**config.mk**
```make
export PLATFORM = sky130hd
export DESIGN_NAME = phr_divider
export DESIGN_NICKNAME = d
export VERILOG_FILES = /design/src/rtl/core/palette_hue_rotator_core_macros.svh /design/src/rtl/core/phr_divider.sv
export SDC_FILE = /design/constraint.sdc
export NUM_CORES = 2
export LEC_CHECK = 0
export BUFFER_PORTS_ARGS = -buffer_cell sky130_fd_sc_hd__buf_2
export CAP_MARGIN = 20
export CORE_ASPECT_RATIO = 0.5
export CORE_UTILIZATION = 30
export CTS_BUF_LIST = sky130_fd_sc_hd__clkbuf_16
export CTS_CLUSTER_SIZE = 20
export DETAILED_ROUTE_END_ITERATION = 8
export GPL_ROUTABILITY_DRIVEN = 0
export PLACE_DENSITY = 0.43
export REMOVE_ABC_BUFFERS = 1
export SLEW_MARGIN = 40
export SYNTH_ARGS = -nofsm -noshare
export SYNTH_HDL_FRONTEND = slang
export SYNTH_SLANG_ARGS = --single-unit
```
**constraint.sdc**
```tcl
create_clock -name clock -period 7.7 [get_ports clock]
set_input_delay 1.54 -clock clock [delete_from_list [all_inputs] [get_ports clock]]
set_output_delay 1.54 -clock clock [all_outputs]
set_load 0.01 [all_outputs]
```
**src/rtl/core/palette_hue_rotator_core_macros.svh**
```systemverilog
// assertion helpers
`ifndef PALETTE_HUE_ROTATOR_CORE_MACROS_SVH
`define PALETTE_HUE_ROTATOR_CORE_MACROS_SVH
`define PHR_ASSERT_IMPL(label, clk, rst, a, c) \
   label: assert property (@(posedge clk) disable iff (rst) (a) |-> (c)) \
      else $error("assertion failed");
`define PHR_ASSERT_NEXT(label, clk, rst, a, c) \
   label: assert property (@(posedge clk) disable iff (rst) (a) |=> (c)) \
      else $error("assertion failed");
`endif

```
**src/rtl/core/phr_divider.sv**
```systemverilog
module phr_divider #(
   parameter int NUM_BITS = 24,
   parameter int DEN_BITS = 8,
   parameter int TAG_BITS = 1
) (
   input  logic                clock,
   input  logic                reset,
   input  logic                advance,
   input  logic                in_valid,
   input  logic [NUM_BITS-1:0] in_num,
   input  logic [DEN_BITS-1:0] in_den,
   input  logic [TAG_BITS-1:0] in_tag,
   output logic                out_valid,
   output logic [NUM_BITS-1:0] out_quo,
   output logic [TAG_BITS-1:0] out_tag
);
   localparam int W = NUM_BITS + DEN_BITS;
   logic [NUM_BITS:0]       vld_ff;
   logic [W-1:0]            rem_ff [NUM_BITS+1];
   logic [NUM_BITS-1:0]     quo_ff [NUM_BITS+1];
   logic [DEN_BITS-1:0]     den_ff [NUM_BITS+1];
   logic [TAG_BITS-1:0]     tag_ff [NUM_BITS+1];

   always_ff @(posedge clock) begin
      if (reset) begin
         vld_ff <= '0;
      end else if (advance) begin
         vld_ff <= {vld_ff[NUM_BITS-1:0], in_valid};
      end
   end

   always_ff @(posedge clock) begin
      if (advance) begin
         rem_ff[0] <= {{DEN_BITS{1'b0}}, in_num};
         quo_ff[0] <= '0;
         den_ff[0] <= in_den;
         tag_ff[0] <= in_tag;
         for (int i = 0; i < NUM_BITS; i++) begin
            logic [W-1:0] trial;
            logic [W-1:0] dsh;
            dsh = {{NUM_BITS{1'b0}}, den_ff[i]} << (NUM_BITS - 1 - i);
            trial = rem_ff[i];
            if (trial >= dsh) begin
               rem_ff[i+1] <= trial - dsh;
               quo_ff[i+1] <= quo_ff[i] | (NUM_BITS'(1) << (NUM_BITS - 1 - i));
            end else begin
               rem_ff[i+1] <= trial;
               quo_ff[i+1] <= quo_ff[i];
            end
            den_ff[i+1] <= den_ff[i];
            tag_ff[i+1] <= tag_ff[i];
         end
      end
   end

   assign out_valid = vld_ff[NUM_BITS];
   assign out_quo   = quo_ff[NUM_BITS];
   assign out_tag   = tag_ff[NUM_BITS];
endmodule

```
* After elaboration in Yosys (flattened, before gate mapping)
Memories as Yosys holds them, arrays and structs flattened.
Cells that the tools add are included.
** Word-level totals
- Register bits :: 25
- Logic and storage cells :: 295
- RAM bits :: 1625
- Memories :: 4
** Cells by class
- Magnitude comparators :: 24
- Multiplexer cells :: 194
- Bitwise gates (word level) :: 48
- Add/subtract/negate cells :: 24
** Memory list
- rem_ff :: words 25, bits a word 32, read ports 24, clocked after memory_dff 0, wr ports 25, line phr_divider.sv:19 : logic [W-1:0] rem_ff [NUM_BITS+1];
- quo_ff :: words 25, bits a word 24, read ports 25, clocked after memory_dff 0, wr ports 25, line phr_divider.sv:20 : logic [NUM_BITS-1:0] quo_ff [NUM_BITS+1];
- den_ff :: words 25, bits a word 8, read ports 24, clocked after memory_dff 0, wr ports 25, line phr_divider.sv:21 : logic [DEN_BITS-1:0] den_ff [NUM_BITS+1];
- tag_ff :: words 25, bits a word 1, read ports 25, clocked after memory_dff 0, wr ports 25, line phr_divider.sv:22 : logic [TAG_BITS-1:0] tag_ff [NUM_BITS+1];
** Operator list (number)
- $mux W32 :: 24
- $mux W24 :: 24
- $mux W1 :: 146
- $or A1 B1 Y1 :: 48
- $ge A32 B10 Y1 :: 1
- $ge A32 B11 Y1 :: 1
- $ge A32 B12 Y1 :: 1
- $ge A32 B13 Y1 :: 1
- $ge A32 B14 Y1 :: 1
- $ge A32 B15 Y1 :: 1
- $ge A32 B16 Y1 :: 1
- $ge A32 B17 Y1 :: 1
- $ge A32 B18 Y1 :: 1
- $ge A32 B19 Y1 :: 1
- $ge A32 B20 Y1 :: 1
- $ge A32 B21 Y1 :: 1
- $ge A32 B22 Y1 :: 1
- $ge A32 B23 Y1 :: 1
- $ge A32 B24 Y1 :: 1
- $ge A32 B25 Y1 :: 1
- $ge A32 B26 Y1 :: 1
- $ge A32 B27 Y1 :: 1
- $ge A32 B28 Y1 :: 1
- $ge A32 B29 Y1 :: 1
- 28 further kinds :: 28

* Longest topological paths before layout
- Depth after elaboration :: 5
- Mapped depth :: 12

* Worst setup path after synthesis
No wires, ideal clock.
- Path kind :: input -> register
- Start point :: in advance
- End point :: mem quo_ff[23][1], in the netlist quo_ff[1][169], enable pin
- Arrival time :: 3.892 ns
- Stages :: 4
- Data required time :: 7.268 ns
- Buffers on the path :: 4
- Setup slack :: 3.376 ns
- Cells stage by stage :: clkbuf_1 clkbuf_1 clkbuf_1 clkbuf_1
** RTL lines
- start: declaration :: line phr_divider.sv:8 : input logic advance,
- end: declaration :: line phr_divider.sv:20

==> results.py <==
metrics = {
    "setup_path": {
        "r2r_slack_ns": 3.97,
        "endpoint_kind": "flop",
        "startpoint_type": "primary input",
        "reg2reg_from": "rem_ff[18][5]",
        "crit_start": "advance",
        "cp.required_ns": 8.19,
        "cp-endpoint": "rem_ff[20][19]",
        "ff2ff_path_depth": 10,
        "r2r_end": "rem_ff[19][27]",
        "arrival_ns": 4.47,
        "critical_path_class": "in -> reg",
        "critical_path.max_fanout": 74,
    },
    "routing": {
        "wire_per_inst_um": 16.0,
        "dr.pass1.iters": 5,
        "drt_wl_total_um": 108000,
        "viasPerCell": 4.54,
        "ant_nets": 0,
        "num_vias": 30600,
        "drc_errors": 0,
        "initialDrtViolationCount": 1592,
    },
    "place": {
        "place_hpwl_um": 76600,
        "port_buffers": 62,
    },
    "global_routing": {
        "grtUsageTotal_pct": 11.1,
        "grt_pass1_wl_um": 170000,
        "grt_pass1_vias": 31800,
        "grt_max_degree": 127,
        "antenna_found_initial": 0,
        "grt_overflow": 0,
    },
    "pwr": {
        "ir_worst_vdd_v": 0.000155,
        "p_leak_nw": 22.5,
        "power_density_mw_per_mm2": 291,
    },
    "timing": {
        "min_period_ns": 3.98,
        "relSlewSlack_pct": 41.0,
        "finalCritPeriodShare_pct": 51.7,
        "fin_skew_ns": 0.0346,
        "rsz0062_at_grt": "false",
        "tightest_slew_ns": 0.877,
        "setup_viol": 0,
        "slew_viol_final": 0,
        "fmax_mhz": 251,
        "tns_ns": 0,
        "hold_viol_final": 0,
    },
    "clocking": {
        "cts_tree": "done",
        "cts_sinks": 1302,
        "root_buffer": "clkbuf_16",
        "insertion_delay_ns": 0.79,
        "cts.repair.resized": 0,
        "clkTransAtPathRegs_ns": 0.06,
        "cts_hold_buf": 0,
        "cts_made_buffers": 140,
        "clockBufferDepth": 4,
        "cts_max_level": 4,
        "cts_setup_buffers": 0,
    },
    "yosys": {
        "synth_edf_count": 1277,
        "synthArstFlopShare_pct": 0,
        "ys.flop_type": "edfxtp_1",
        "postSynthCellCount": 4006,
        "yosysSeqAreaShare_pct": 68.7,
        "synth_warnings": 0,
        "syn_area_per_cell_sq_um": 14.1,
        "synth_area_sq_mm": 0.0565,
        "synth-seq-cells": 1302,
        "ys_types": 73,
    },
    "floorplan": {
        "die-area_sq_mm": 0.190,
        "start_util_pct": 30.3,
        "core_area_sq_mm": 0.187,
        "dieWidth_um": 616,
        "num_io_pins": 63,
        "die_h_um": 309,
        "rows": 112,
    },
    "finish": {
        "fin_util_pct": 34.4,
        "fillers": 17900,
        "syn_to_final_growth_pct": 13.7,
        "finalNetCount": 4378,
        "layout-drive-gt1-share_pct": 9.20,
        "final_cell_mix": "edfxtp_1 (1277), nor2_1 (301), inv_1 (260)",
        "multi_input_area_sq_mm": 0.0164,
        "final_common_cell": "edfxtp_1",
        "seq_area_sq_mm": 0.0388,
    },
    "min_path": {
        "min_path_type": "reg -> reg",
    },
    "outcome": {
        "status": "finished clean",
    },
    "flow_run": {
        "drv_cap": 0,
    },
}
-- layer usage --
layer  track usage [%]  routed length, um
met1              11.9              43500
met2              20.8              55100
met5                 0                  0
met3              2.41               4140
met4              5.44               5110
-- kinds of logic after synthesis --
group	share of synthesized area, %
AND/OR/NAND/NOR	11.7
multiplexers	1.19
AO/OA/AOI/OAI	5.55
adder cells (fa/ha/maj)	4.89
buffers and inverters	2.50
flip-flops	68.7
XOR/XNOR	5.48
-- metrics by stage --
step / setup slack, ns / std cells / hold WS (ns) / cell area (sq um) / power, W
after floorplan: 3.77 / 3898 / 0.400 / 56000 / 0.0114
after global placement: 3.08 / 6495 / 0.401 / 59700 / 0.0122
after detailed placement: 2.93 / 6496 / 0.405 / 59900 / 0.0123
after CTS: 3.77 / 6734 / 0.403 / 64200 / 0.0190
after global routing: 3.56 / 6737 / 0.411 / 64300 / 0.0197
final: 3.72 / 6738 / 0.407 / 64300 / 0.0187
-- final cells by class --
type	instances	share of cell area, %
clock buffers	143	5.56
multi-input cells	2355	25.5
flip-flops and latches	1302	60.4
inverters	241	1.41
repair buffers	93	1.04
clock inverters	95	1.23
well taps	2508	4.88
diodes	1	0.00389
-- where the power goes --
part           internal (W)  switching [W]  total [W]
clock               0.00378        0.00278    0.00656
combinational       0.00120        0.00150    0.00271
sequential          0.00884       0.000595    0.00944
total                0.0138        0.00487     0.0187
-- synth_stat cells (all sizes together) (61+ instances only) --
| master | count | area (sq um) |
|---|---|---|
| a21oi | 149 | 746 |
| clkbuf | 76 | 285 |
| edfxtp | 1277 | 38300 |
| ha | 186 | 2330 |
| inv | 241 | 905 |
| nand2 | 208 | 781 |
| nand2b | 61 | 382 |
| nor2 | 301 | 1130 |
| nor3 | 118 | 591 |
| nor4 | 131 | 820 |
| o21a | 63 | 473 |
| o21ai | 136 | 684 |
| xnor2 | 167 | 1460 |
| xor2 | 187 | 1640 |
-- how the worst min path moves through the flow --
| stage | cells after the start | endpoint | start | slack, ns |
|---|---|---|---|---|
| CTS | 0 | quo_ff[0][164] | quo_ff[0][140] | 0.40 |
| global placement | 0 | quo_ff[1][81] | quo_ff[1][57] | 0.40 |
| floorplan | 0 | quo_ff[0][117] | quo_ff[0][93] | 0.40 |
| detailed placement | 0 | quo_ff[0][164] | quo_ff[0][140] | 0.40 |
| finish | 0 | quo_ff[0][164] | quo_ff[0][140] | 0.41 |
| global route | 0 | quo_ff[0][311] | quo_ff[0][287] | 0.41 |
-- worst max-delay path: stages --
cell and delay [ns]:
buf_12 0.24, buf_4 0.63, nand2b_1 0.17, nor4b_1 0.46, nand4_1 0.50, nand3_1 0.43, nor4_1 0.09, xor2_1 0.15
-- state kept, by name, summed over array words and instances (netlist names) --
register / count
den_ff: 192
quo_ff: 300
rem_ff: 760
vld_ff: 25
tag_ff: 25
(Power assumes the default switching activity.)
